===== src/i2cm_pkg.sv =====
package i2cm_pkg;

  // Width of the read byte counter.
  localparam int unsigned COUNT_BITS = 16;

  localparam int unsigned DELAY_W   = 10;
  localparam int unsigned TIMEOUT_W = 8;

  // Values that the configuration registers take after reset.
  localparam logic [DELAY_W-1:0]   DELAY_RESET   = 10'd84;
  localparam logic [TIMEOUT_W-1:0] TIMEOUT_RESET = 8'd250;

  // Configuration register indexes.
  localparam logic CFG_BIT_DELAY   = 1'b0;
  localparam logic CFG_ACK_TIMEOUT = 1'b1;

  typedef enum logic [1:0] {
    ACT_TICK  = 2'd0,
    ACT_WRITE = 2'd1,
    ACT_READ  = 2'd2,
    ACT_NONE  = 2'd3
  } action_e;

  // Which byte of the command is on the bus.
  typedef enum logic [1:0] {
    STG_DEV_WR = 2'd0,
    STG_REG    = 2'd1,
    STG_DATA   = 2'd2,
    STG_DEV_RD = 2'd3
  } stage_e;

  typedef enum logic [3:0] {
    PH_IDLE      = 4'd0,
    PH_START_A   = 4'd1,
    PH_START_B   = 4'd2,
    PH_SEND_LOW  = 4'd3,
    PH_SEND_HIGH = 4'd4,
    PH_ACK_LOW   = 4'd5,
    PH_ACK_HIGH  = 4'd6,
    PH_ACK_POLL  = 4'd7,
    PH_RESTART   = 4'd8,
    PH_RD_LOW    = 4'd9,
    PH_RD_HIGH   = 4'd10,
    PH_MACK_LOW  = 4'd11,
    PH_MACK_HIGH = 4'd12,
    PH_STOP_A    = 4'd13,
    PH_STOP_B    = 4'd14,
    PH_STOP_C    = 4'd15
  } phase_e;

  typedef struct packed {
    logic        sda_in;
    logic [15:0] read_count;
    logic [7:0]  write_data;
    logic [7:0]  reg_index;
    logic [6:0]  slave_addr;
    logic [1:0]  action;
  } item_t;

  typedef struct packed {
    logic       status;
    logic       done_res;
    logic       read_last;
    logic       read_valid;
    logic [7:0] read_data;
    logic       busy_res;
    logic       sda_out;
    logic       scl_out;
  } result_t;

  typedef struct packed {
    logic [DELAY_W-1:0]   bit_delay_ticks;
    logic [TIMEOUT_W-1:0] ack_timeout;
  } cfg_t;

endpackage


===== src/i2c_master_register_access.sv =====
// The result of a tick transaction is presented in the cycle after it is accepted.
// Throughput: one transaction per cycle while the consumer keeps up; each accepted
// transaction steps the sequencer, whose half-bit delay and ack timeout set bus timing.
// Reset: rst_ni is asynchronous and active low; it idles the sequencer, empties the
// output register and loads bit_delay_ticks with 84 and ack_timeout with 250.
module i2c_master_register_access
  import i2cm_pkg::*;
(
  input  logic                 clk_i,
  input  logic                 rst_ni,
  // Configuration write port.
  input  logic                 cfg_we_i,
  input  logic                 cfg_index_i,
  input  logic [DELAY_W-1:0]   cfg_data_i,
  // Input tick stream.
  input  logic                 s_axis_tvalid,
  output logic                 s_axis_tready,
  // From bit 0: action[2], slave_addr[7], reg_index[8], write_data[8], read_count[16],
  // sda_in[1], zero fill[6].
  input  logic [47:0]          s_axis_tdata,
  // Result stream.
  output logic                 m_axis_tvalid,
  input  logic                 m_axis_tready,
  // From bit 0: scl_out[1], sda_out[1], busy_res[1], read_data[8], read_valid[1],
  // done_res[1], status[1], zero fill[2].
  output logic [15:0]          m_axis_tdata,
  // Set with the final byte of a read burst.
  output logic                 m_axis_tlast
);

  cfg_t    cfg_q;
  item_t   item;
  result_t result;
  result_t res_q;
  logic    out_valid_q;
  logic    step;

  // The output register frees itself in the same cycle it is drained, so a new
  // transaction can be taken every cycle while the consumer keeps up.
  assign s_axis_tready = !out_valid_q || m_axis_tready;
  assign step          = s_axis_tvalid && s_axis_tready;
  assign item          = s_axis_tdata[$bits(item_t)-1:0];

  always_ff @(posedge clk_i or negedge rst_ni) begin
    if (!rst_ni) begin
      cfg_q.bit_delay_ticks <= DELAY_RESET;
      cfg_q.ack_timeout     <= TIMEOUT_RESET;
    end else if (cfg_we_i) begin
      case (cfg_index_i)
        CFG_BIT_DELAY:   cfg_q.bit_delay_ticks <= cfg_data_i;
        CFG_ACK_TIMEOUT: cfg_q.ack_timeout     <= cfg_data_i[TIMEOUT_W-1:0];
        default:         cfg_q                 <= cfg_q;
      endcase
    end
  end

  // The sequencer steps once per accepted transaction and yields its result.
  i2cm_engine u_engine (
    .clk_i    (clk_i),
    .rst_ni   (rst_ni),
    .step_i   (step),
    .item_i   (item),
    .cfg_i    (cfg_q),
    .result_o (result)
  );

  always_ff @(posedge clk_i or negedge rst_ni) begin
    if (!rst_ni) begin
      out_valid_q <= 1'b0;
    end else if (step) begin
      out_valid_q <= 1'b1;
    end else if (m_axis_tready) begin
      out_valid_q <= 1'b0;
    end
  end

  always_ff @(posedge clk_i) begin
    if (step) begin
      res_q <= result;
    end
  end

  assign m_axis_tvalid = out_valid_q;
  assign m_axis_tdata  = {2'b00, res_q.status, res_q.done_res, res_q.read_valid,
                          res_q.read_data, res_q.busy_res, res_q.sda_out, res_q.scl_out};
  assign m_axis_tlast  = res_q.read_last;

endmodule


===== src/i2cm_engine.sv =====
module i2cm_engine
  import i2cm_pkg::*;
(
  input  logic    clk_i,
  input  logic    rst_ni,
  input  logic    step_i,
  input  item_t   item_i,
  input  cfg_t    cfg_i,
  output result_t result_o
);

  phase_e                 phase_q, phase_d;
  stage_e                 stage_q, stage_d;
  logic [DELAY_W-1:0]     delay_q, delay_d;
  logic [3:0]             bit_idx_q, bit_idx_d;
  logic [7:0]             shift_q, shift_d;
  logic [COUNT_BITS-1:0]  left_q, left_d;
  logic [TIMEOUT_W-1:0]   ack_wait_q, ack_wait_d;
  logic [6:0]             dev_q, dev_d;
  logic [7:0]             reg_q, reg_d;
  logic [7:0]             wbyte_q, wbyte_d;
  logic                   is_read_q, is_read_d;
  logic                   failed_q, failed_d;

  logic [DELAY_W-1:0]     span;
  logic [DELAY_W:0]       delay_inc;
  logic [3:0]             bit_next;
  logic [7:0]             rx_byte;
  logic                   go_cmd;

  assign span   = (cfg_i.bit_delay_ticks == '0) ? DELAY_W'(1) : cfg_i.bit_delay_ticks;
  assign go_cmd = (phase_q == PH_IDLE) &&
                  ((item_i.action == ACT_WRITE) || (item_i.action == ACT_READ));

  always_comb begin
    phase_d    = phase_q;
    stage_d    = stage_q;
    delay_d    = delay_q;
    bit_idx_d  = bit_idx_q;
    shift_d    = shift_q;
    left_d     = left_q;
    ack_wait_d = ack_wait_q;
    dev_d      = dev_q;
    reg_d      = reg_q;
    wbyte_d    = wbyte_q;
    is_read_d  = is_read_q;
    failed_d   = failed_q;
    result_o   = '0;
    delay_inc  = '0;
    bit_next   = '0;
    rx_byte    = '0;

    // A command taken on an idle tick already runs its first start tick.
    if (go_cmd) begin
      dev_d      = item_i.slave_addr;
      reg_d      = item_i.reg_index;
      wbyte_d    = item_i.write_data;
      is_read_d  = (item_i.action == ACT_READ);
      left_d     = COUNT_BITS'(item_i.read_count);
      if (left_d == '0) begin
        left_d = COUNT_BITS'(1);
      end
      stage_d    = STG_DEV_WR;
      failed_d   = 1'b0;
      bit_idx_d  = '0;
      ack_wait_d = '0;
      phase_d    = PH_START_A;
      delay_d    = '0;
    end

    if (phase_d == PH_IDLE) begin
      result_o.scl_out = 1'b1;
      result_o.sda_out = 1'b1;
    end else begin
      result_o.busy_res = 1'b1;
      case (phase_d)
        PH_START_B:   begin result_o.scl_out = 1'b1; result_o.sda_out = 1'b0; end
        PH_SEND_LOW:  begin result_o.scl_out = 1'b0; result_o.sda_out = shift_d[7]; end
        PH_SEND_HIGH: begin result_o.scl_out = 1'b1; result_o.sda_out = shift_d[7]; end
        PH_ACK_LOW, PH_RESTART, PH_RD_LOW: begin
          result_o.scl_out = 1'b0;
          result_o.sda_out = 1'b1;
        end
        PH_MACK_LOW:  begin result_o.scl_out = 1'b0; result_o.sda_out = (left_d == '0); end
        PH_MACK_HIGH: begin result_o.scl_out = 1'b1; result_o.sda_out = (left_d == '0); end
        PH_STOP_A:    begin result_o.scl_out = 1'b0; result_o.sda_out = 1'b0; end
        PH_STOP_B:    begin result_o.scl_out = 1'b1; result_o.sda_out = 1'b0; end
        default:      begin result_o.scl_out = 1'b1; result_o.sda_out = 1'b1; end
      endcase

      if (phase_d == PH_ACK_POLL) begin
        // One SDA sample per tick while waiting for the slave to pull low.
        if (!item_i.sda_in) begin
          case (stage_d)
            STG_DEV_WR: begin
              stage_d   = STG_REG;
              shift_d   = reg_d;
              bit_idx_d = '0;
              phase_d   = PH_SEND_LOW;
            end
            STG_REG: begin
              if (is_read_d) begin
                stage_d = STG_DEV_RD;
                phase_d = PH_RESTART;
              end else begin
                stage_d   = STG_DATA;
                shift_d   = wbyte_d;
                bit_idx_d = '0;
                phase_d   = PH_SEND_LOW;
              end
            end
            STG_DATA: phase_d = PH_STOP_A;
            default: begin
              shift_d   = '0;
              bit_idx_d = '0;
              phase_d   = PH_RD_LOW;
            end
          endcase
          delay_d = '0;
        end else if (ack_wait_d >= cfg_i.ack_timeout) begin
          failed_d = 1'b1;
          phase_d  = PH_STOP_A;
          delay_d  = '0;
        end else begin
          ack_wait_d = ack_wait_d + TIMEOUT_W'(1);
        end
      end else begin
        delay_inc = {1'b0, delay_d} + (DELAY_W+1)'(1);
        if (delay_inc < {1'b0, span}) begin
          delay_d = delay_inc[DELAY_W-1:0];
        end else begin
          delay_d  = '0;
          bit_next = bit_idx_d + 4'd1;
          case (phase_d)
            PH_START_A: phase_d = PH_START_B;
            PH_START_B: begin
              shift_d   = {dev_d, (stage_d == STG_DEV_RD)};
              bit_idx_d = '0;
              phase_d   = PH_SEND_LOW;
            end
            PH_SEND_LOW: phase_d = PH_SEND_HIGH;
            PH_SEND_HIGH: begin
              shift_d = {shift_d[6:0], 1'b0};
              if (bit_next >= 4'd8) begin
                bit_idx_d  = '0;
                ack_wait_d = '0;
                phase_d    = PH_ACK_LOW;
              end else begin
                bit_idx_d = bit_next;
                phase_d   = PH_SEND_LOW;
              end
            end
            PH_ACK_LOW:  phase_d = PH_ACK_HIGH;
            PH_ACK_HIGH: phase_d = PH_ACK_POLL;
            PH_RESTART:  phase_d = PH_START_A;
            PH_RD_LOW:   phase_d = PH_RD_HIGH;
            PH_RD_HIGH: begin
              rx_byte = {shift_d[6:0], item_i.sda_in};
              shift_d = rx_byte;
              if (bit_next >= 4'd8) begin
                bit_idx_d           = '0;
                result_o.read_data  = rx_byte;
                result_o.read_valid = 1'b1;
                result_o.read_last  = (left_d <= COUNT_BITS'(1));
                if (left_d != '0) begin
                  left_d = left_d - COUNT_BITS'(1);
                end
                phase_d = PH_MACK_LOW;
              end else begin
                bit_idx_d = bit_next;
                phase_d   = PH_RD_LOW;
              end
            end
            PH_MACK_LOW: phase_d = PH_MACK_HIGH;
            PH_MACK_HIGH: begin
              if (left_d != '0) begin
                shift_d   = '0;
                bit_idx_d = '0;
                phase_d   = PH_RD_LOW;
              end else begin
                phase_d = PH_STOP_A;
              end
            end
            PH_STOP_A: phase_d = PH_STOP_B;
            PH_STOP_B: phase_d = PH_STOP_C;
            PH_STOP_C: begin
              result_o.done_res = 1'b1;
              result_o.status   = failed_d;
              phase_d           = PH_IDLE;
            end
            default: phase_d = PH_IDLE;
          endcase
        end
      end
    end
  end

  always_ff @(posedge clk_i or negedge rst_ni) begin
    if (!rst_ni) begin
      phase_q    <= PH_IDLE;
      stage_q    <= STG_DEV_WR;
      delay_q    <= '0;
      bit_idx_q  <= '0;
      shift_q    <= '0;
      left_q     <= '0;
      ack_wait_q <= '0;
      dev_q      <= '0;
      reg_q      <= '0;
      wbyte_q    <= '0;
      is_read_q  <= 1'b0;
      failed_q   <= 1'b0;
    end else if (step_i) begin
      phase_q    <= phase_d;
      stage_q    <= stage_d;
      delay_q    <= delay_d;
      bit_idx_q  <= bit_idx_d;
      shift_q    <= shift_d;
      left_q     <= left_d;
      ack_wait_q <= ack_wait_d;
      dev_q      <= dev_d;
      reg_q      <= reg_d;
      wbyte_q    <= wbyte_d;
      is_read_q  <= is_read_d;
      failed_q   <= failed_d;
    end
  end

endmodule


===== config.mk =====
export PLATFORM = sky130hd
export DESIGN_NAME = i2c_master_register_access
export DESIGN_NICKNAME = d
export VERILOG_FILES = /design/src/i2cm_pkg.sv /design/src/i2c_master_register_access.sv /design/src/i2cm_engine.sv
export SDC_FILE = /design/constraint.sdc
export NUM_CORES = 1
export LEC_CHECK = 0
export ABC_AREA = 1
export ABC_CLOCK_PERIOD_IN_PS = 4700
export BUFFER_PORTS_ARGS = -buffer_cell sky130_fd_sc_hd__buf_2
export CAP_MARGIN = 0
export CORE_ASPECT_RATIO = 0.6
export CORE_MARGIN = 4
export CORE_UTILIZATION = 60
export CTS_CLUSTER_DIAMETER = 60
export DETAILED_ROUTE_END_ITERATION = 10
export GPL_TIMING_DRIVEN = 0
export PLACE_DENSITY = 0.77
export SYNTH_ARGS = -nofsm -noshare
export SYNTH_HDL_FRONTEND = slang
export SYNTH_HIERARCHICAL = 1
export SYNTH_SLANG_ARGS = --single-unit

===== constraint.sdc =====
create_clock -name clk_i -period 4.7 [get_ports clk_i]
set_clock_uncertainty 0.15 [all_clocks]
set_input_delay 0.94 -clock clk_i [delete_from_list [all_inputs] [get_ports clk_i]]
set_output_delay 0.94 -clock clk_i [all_outputs]
set_load 0.01 [all_outputs]

==> metrics.yaml, run 1 <==
worst_setup_path:
  slowest_stage: "ha_1"
  crit_path_frequent_cell: "inv_1"
  rr_endpoint: "u_engine/delay_q[3]"
  r2r_start: "u_engine/phase_q[3]"
  cp-start-kind: "input port"
  crit_required_ns: 4.84
  crit_start: "s_axis_tdata[0]"
  r2r_slack_ns: 0.44
  cp_slowest_stage_delay_ns: 0.31
  worstSetupEndpoint: "u_engine/delay_q[3]"
  rr_worst_depth: 29
  arrival_ns: 4.67
  cp_max_fo: 10
  worstSetupPathType: "input port to flop"
  cp-end-kind: "flop"
cells_and_area:
  nets: 1246
  final_cell_area_um2: 8740
  final_common_cell: "nand2_1"
  fill_cells: 1056
  synthToLayoutAreaGrowth_pct: 14.9
  final_cells: 1323
  layout-drive-gt1-share_pct: 18.3
  n_antenna_cell: 0
  layout_common_cells: "nand2_1, inv_1, dfrtp_1, o21ai_0, buf_2"
sta:
  max_freq_ghz: 0.221
  tightest_slew_ns: 0.894
  drv_slew: 0
  rsz0062_at_grt: "yes"
  finalSetupViolCount: 0
  hold_viol_final: 0
  min_period_over_period_pct: 96.3
  maxSlewHeadroom_pct: 40.4
  whs_ns: 0.314
  period_minus_slack_ns: 4.53
detailed_routing:
  vias: 7503
  drc_errors: 0
  dr.pass1.iters: 7
  drtIter0Drc: 746
  drt_wl_total_mm: 21.1
  vias_per_cell: 5.67
  wire_per_inst_um: 16.0
  antenna_left: 0
power_and_ir_drop:
  pwr-share-comb_pct: 55.1
  seq_power_share_pct: 29.5
  power_density_nw_per_um2: 578
  p_leak_nw: 4.49
  switchingPower_mw: 2.37
  switching_share_pct: 46.9
  total_power_mw: 5.06
  power.internal_mw: 2.69
  pwr-share-clk_pct: 15.4
  vdd_ir_drop_max_uv: 324
clock_network:
  clock_path_buffers: 2
  tritoncts: "yes"
  root_buffer: "clkbuf_16"
  hold_buffers: 0
  htreeDepth: 3
  clk_pin_slew_ns: 0.07
  numClockSinks: 111
  numCtsBuffers: 9
  insertion_delay_ns: 0.35
yosys:
  synth_seq_area_share_pct: 37.7
  yosysWarnings: 6
  synth_fa_ha_area_share_pct: 4.77
  async_flop_share_pct: 86.5
  syn_inst: 1052
  synth-xor-area-share_pct: 1.38
  yosys.cell_types.count: 50
  synthMuxAreaShare_pct: 0
  synth_top_family_by_area: "simple AND/OR/NAND/NOR gates"
  synth_edf_count: 15
  syn_area_um2: 7610
  syn_avg_cell_area_um2: 7.23
  synthFlopType: "dfrtp_1"
  synth_compound_area_share_pct: 13.9
  synth_simple_gate_area_share_pct: 31.3
  yosys_register_bits: 111
floorplan:
  io_pins: 83
  die-area_um2: 14600
  row_count: 31
  start_util_pct: 62.3
  core-area_um2: 12200
  die_y_um: 95.2
  fp.dieW_um: 153
hold_path:
  min_path_type: "flop to flop"
  min-delay-start: "cfg_q[4]"
place:
  portBuffers: 72
  dp_hpwl_mm: 16.0
  placed_cell_area_um2: 8230
  dp.cells: 1292
  gp_congestion: 0.989
global_route:
  antenna_found_initial: 0
  grt_pass1_vias: 6425
  use_met3_pct: 7.53
  grt_max_degree: 50
  grt_util_met2_pct: 38.0
  grt.overflow.total: 0
  grtUsageTotal_pct: 28.7
  use_met1_pct: 46.5
  grt-busiest-layer: "met1"
  grt_pass1_wl_mm: 33.3
job:
  cap_violations: 0
outcome:
  status: "complete, no violations"
[Yosys cell counts (9+ instances only)]
| cell type | number | share of area (%) |
|---|---|---|
| nand2_1 | 301 | 15 |
| o21ai_0 | 89 | 5.9 |
| dfstp_2 | 9 | 3.1 |
| o211ai_1 | 13 | 1.3 |
| xor2_1 | 9 | 1.0 |
| inv_1 | 147 | 7.3 |
| a21oi_1 | 32 | 2.1 |
| nand3_1 | 72 | 4.7 |
| clkbuf_1 | 22 | 1.1 |
| o22ai_1 | 10 | 0.82 |
| o21ai_2 | 11 | 1.3 |
| nand2_2 | 17 | 1.4 |
| nand4_1 | 20 | 1.6 |
| dfrtp_1 | 87 | 29 |
| nor2_1 | 67 | 3.3 |
| ha_1 | 29 | 4.8 |
| nor3_1 | 12 | 0.79 |
| edfxtp_1 | 15 | 5.9 |
[critical path: cells and delay by family]
family,cells,cell delay [ns]
adders and majority gates,3,0.78
AOI/OAI and AO/OA,3,0.33
and+or+nand+nor,10,0.93
xor gates and xnor gates,1,0.16
buffers and inverters,15,1.51
[registers in the layout, summed over array words and instances, names as in the netlist, 7 cells and up]
signal,flops
u_engine/shift_q,8
u_engine/left_q,16
u_engine/dev_q,7
u_engine/ack_wait_q,8
u_engine/delay_q,10
cfg_q,18
m_axis_tdata,14
u_engine/wbyte_q,8
u_engine/reg_q,8
[cells by family after synthesis]
family / after synthesis
DFF: 111
and+or+nand+nor: 522
xor gates and xnor gates: 12
AOI/OAI and AO/OA: 181
other: 1
buffers and inverters: 196
adders and majority gates: 29
[area by class of cell]
class                      count  area (um2)  share of cell area (%)
timing repair buffer          89         522                    5.97
clock inverter                 6        65.1                   0.744
clock buffer                  10         229                    2.62
timing repair inverter         1        5.00                  0.0572
buffer                        38         272                    3.11
sequential                   111        2860                    32.8
tap                          165         206                    2.36
multi-input combinational    746        3980                    45.5
inverter                     157         602                    6.88
[repair_timing]
action	4_1_cts	5_1_grt
endpoints found under the setup margin	62	62
setup buffers	5	10
gates resized for setup	7	24
gates cloned	0	1
pin swaps	1	6
[power by group through the flow]
stage	clock network [mW]	registers (mW)	logic, mW
after floorplan	0	1.45	1.91
after global placement	0	1.49	2.44
after detailed placement	0	1.49	2.50
after CTS	0.790	1.48	2.55
after global routing	0.827	1.53	3.08
final	0.781	1.49	2.79
[metrics by stage]
| step | worst slack [ns] | util [%] | TNS (ns) |
|---|---|---|---|
| after global placement | -1.10 | 66.9 | -58.24 |
| after detailed placement | -1.11 | 67.3 | -59.30 |
| after floorplan | 0.0159 | - | 0 |
| final | 0.173 | 71.6 | 0 |
| after global routing | -0.0474 | 71.6 | -0.223 |
| after CTS | 0.0184 | 70.2 | 0 |
[worst min-delay path by stage]
stage	endpoint	slack, ns	cells past startpoint
after global routing	cfg_q[5]	0.34	2
after CTS	cfg_q[4]	0.32	2
after detailed placement	cfg_q[4]	0.31	2
final	cfg_q[4]	0.31	2
after floorplan	cfg_q[15]	0.29	2
after global placement	cfg_q[1]	0.30	2
[routing by layer]
layer  vias to the layer above  wire length [um]
li1                       3597                 -
met1                      3501             10300
met2                       376              8070
met3                        29              2530
met4                         0               206
met5                         -                 0
(Power assumes the default switching activity.)
==> inputs of run 2 (changes only) <==
--- a/config.mk
+++ b/config.mk
@@ -7,10 +7,9 @@
 export LEC_CHECK = 0
 export ABC_AREA = 1
 export ABC_CLOCK_PERIOD_IN_PS = 4700
-export BUFFER_PORTS_ARGS = -buffer_cell sky130_fd_sc_hd__buf_2
+export BUFFER_PORTS_ARGS = -buffer_cell sky130_fd_sc_hd__clkbuf_2
 export CAP_MARGIN = 0
 export CORE_ASPECT_RATIO = 0.6
-export CORE_MARGIN = 4
 export CORE_UTILIZATION = 60
 export CTS_CLUSTER_DIAMETER = 60
 export DETAILED_ROUTE_END_ITERATION = 10
==> run 2 against run 1 <==
- via count fell by 3.6%
- fmax rose by 2.0%
- sequential share of layout area rose by 0.37 points
- register-to-register slack improved by 0.18 ns
- combinational power fell by 5%
- largest cell class unchanged
- non-clock buffer count fell by 9
- worst hold slack improved by 0.00090 ns
- global-route usage rose by 3.6 points
- routed wire length fell by 2.5%
- highest routed layer unchanged
==> metrics.yaml, run 2 (synthesized netlist as in run 1, its figures left out) <==
cells_and_area:
  multi_input_area_um2: 3970  # about the same
  layout-drive-gt1-share_pct: 17.4  # -0.89 points
  n_antenna_cell: 0  # unchanged
  final_common_cell: "nand2_1"
  final_cells: 1313  # -0.76%
  nets: 1236  # -0.80%
  largest_reg_flops: 18  # unchanged
  largest-register: "cfg_q"
  layout_common_cells: "nand2_1, inv_1, o21ai_0"
  register_area_um2: 2860  # unchanged
  synthToLayoutAreaGrowth_pct: 13.7
  fill_cells: 1049  # -0.66%
  final_util_pct: 70.8  # -0.79 points
  final_cell_area_um2: 8650  # -1.1%
outcome:
  status: "complete, no violations"
floorplan:
  fp.dieW_um: 147  # -3.9%
  start_util_pct: 62.3  # unchanged
  core-area_um2: 12200  # unchanged
  die-area_um2: 13100  # -10%
  die_y_um: 89.2  # -6.3%
  row_count: 31  # unchanged
  io_pins: 83  # unchanged
hold_path:
  min_path_type: "flop to flop"
  min_to: "cfg_q[5]"
  min-delay-start: "cfg_q[5]"
  hold-path-cell-count: 2  # unchanged
worst_setup_path:
  r2r_start: "u_engine/phase_q[3]"
  cp-start-kind: "input port"
  cp_slowest_stage_delay_ns: 0.29  # -0.02 ns
  r2r_slack_ns: 0.62  # +0.18 ns
  rr_endpoint: "u_engine/delay_q[6]"
  crit_path_frequent_cell: "inv_1"
  cp_max_fo: 10  # unchanged
  arrival_ns: 4.53  # -0.14 ns
  rr_worst_depth: 26  # -10%
  crit_required_ns: 4.79  # -0.05 ns
  worstSetupPathType: "input port to flop"
  cp-end-kind: "flop"
  slowest_stage: "ha_1"
detailed_routing:
  drtIter0Drc: 692  # -7.2%
  drc_errors: 0  # unchanged
  antenna_left: 0  # unchanged
  drt_wl_total_mm: 20.6  # -2.5%
  vias_per_cell: 5.51  # -2.9%
  dr.pass1.iters: 5  # -2
  wire_per_inst_um: 15.7  # -1.8%
  vias: 7231  # -3.6%
global_route:
  grt_pass1_wl_mm: 32.3  # -2.9%
  grtUsageTotal_pct: 32.4  # +3.6 points
  antenna_found_initial: 0  # unchanged
  grt_max_degree: 51  # +2.0%
  grt.overflow.total: 0  # unchanged
  grt_pass1_vias: 6154  # -4.2%
sta:
  min_period_over_period_pct: 94.4  # -1.9 points
  rsz0062_at_grt: "no"
  max_freq_ghz: 0.225  # +2.0%
  maxSlewHeadroom_pct: 41.3  # +0.91 points
  finalSetupViolCount: 0  # unchanged
  drv_slew: 0  # unchanged
  period_minus_slack_ns: 4.44  # -0.0895 ns
  hold_viol_final: 0  # unchanged
  tightest_slew_ns: 0.880  # -0.0137 ns
power_and_ir_drop:
  power_density_nw_per_um2: 566  # -2.2%
  p_leak_nw: 4.45  # -1.0%
  vdd_ir_drop_max_uv: 261  # -19%
job:
  cap_violations: 0  # unchanged
clock_network:
  clock_path_buffers: 2  # unchanged
  numClockSinks: 111  # unchanged
  htreeDepth: 3  # unchanged
  insertion_delay_ns: 0.36  # about the same
  root_buffer: "clkbuf_16"
  tritoncts: "yes"
  clk_pin_slew_ns: 0.07  # about the same
  numCtsBuffers: 9  # unchanged
place:
  dp.cells: 1292  # unchanged
  portBuffers: 72  # unchanged
  dp_hpwl_mm: 15.9  # -0.48%
  gp_congestion: 0.980  # -0.93%
  placed_cell_area_um2: 8230  # unchanged
-- run 2: changes by cell type in the layout (fill, tap and decap cells not counted), moves of 3 or more --
cell,before,now
clkbuf_2,0,71
buf_2,75,4
nand2_4,6,3
buf_4,18,9
-- run 2: worst max path at each step --
stage	from	slack, ns	cells past startpoint	endpoint
after floorplan	s_axis_tdata[0]	0.02	27	m_axis_tlast
after global placement	s_axis_tdata[0]	-1.11	32	u_engine/delay_q[8]
after detailed placement	s_axis_tdata[0]	-1.14	32	u_engine/delay_q[6]
after CTS	s_axis_tdata[0]	0.03	30	u_engine/delay_q[6]
after global routing	s_axis_tdata[0]	0.03	30	u_engine/delay_q[7]
final	s_axis_tdata[0]	0.26	30	u_engine/delay_q[6]
-- run 2: power by group --
part           internal (mW)  switching (mW)
clock                  0.380           0.360
sequential              1.29           0.199
combinational          0.909            1.75
total                   2.58            2.31
-- run 2: final cells by class --
cell class | count | share of cell area, %
multi-input cells | 746 | 46.0
flip-flops and latches | 111 | 33.1
inverters | 157 | 6.90
repair buffers | 82 | 5.63
clock buffers | 11 | 2.81
plain buffers | 36 | 2.72
well taps | 165 | 2.39
clock inverters | 5 | 0.463
-- run 2: timing repair --
action / 4_1_cts / 5_1_grt
pin swaps: 1 / 0
hold buffers: 0 / 0
endpoints found under the setup margin: 62 / 60
cloned: 0 / 1
gates resized for setup: 8 / 14
setup buffers: 4 / 3
-- run 2: per-layer routing --
layer / up-vias / wire [um] / track usage (%) / part of all wire (%)
met5: - / 0 / 0 / 0
met4: 0 / 131 / 5.62 / 0.64
met3: 14 / 2130 / 6.48 / 10
met2: 311 / 7870 / 43.7 / 38
met1: 3336 / 10500 / 52.5 / 51
li1: 3570 / - / - / -
-- run 2: per-stage QoR --
| stage | hold slack (ns) | worst slack (ns) | setup TNS [ns] | power [mW] |
|---|---|---|---|---|
| after floorplan | 0.292 | 0.0159 | 0 | 3.36 |
| after global placement | 0.303 | -1.11 | -58.83 | 3.94 |
| after detailed placement | 0.305 | -1.14 | -59.79 | 4.00 |
| after CTS | 0.317 | 0.0293 | 0 | 4.78 |
| after global routing | 0.333 | 0.0264 | 0 | 5.28 |
| final | 0.315 | 0.263 | 0 | 4.89 |
-- run 2: worst max-delay path: cells and delay by family --
kind            cells  cell delay, ns
simple gates       11            1.30
buf+inv            13            1.24
fa+ha+maj           3            0.76
compound gates      3            0.26
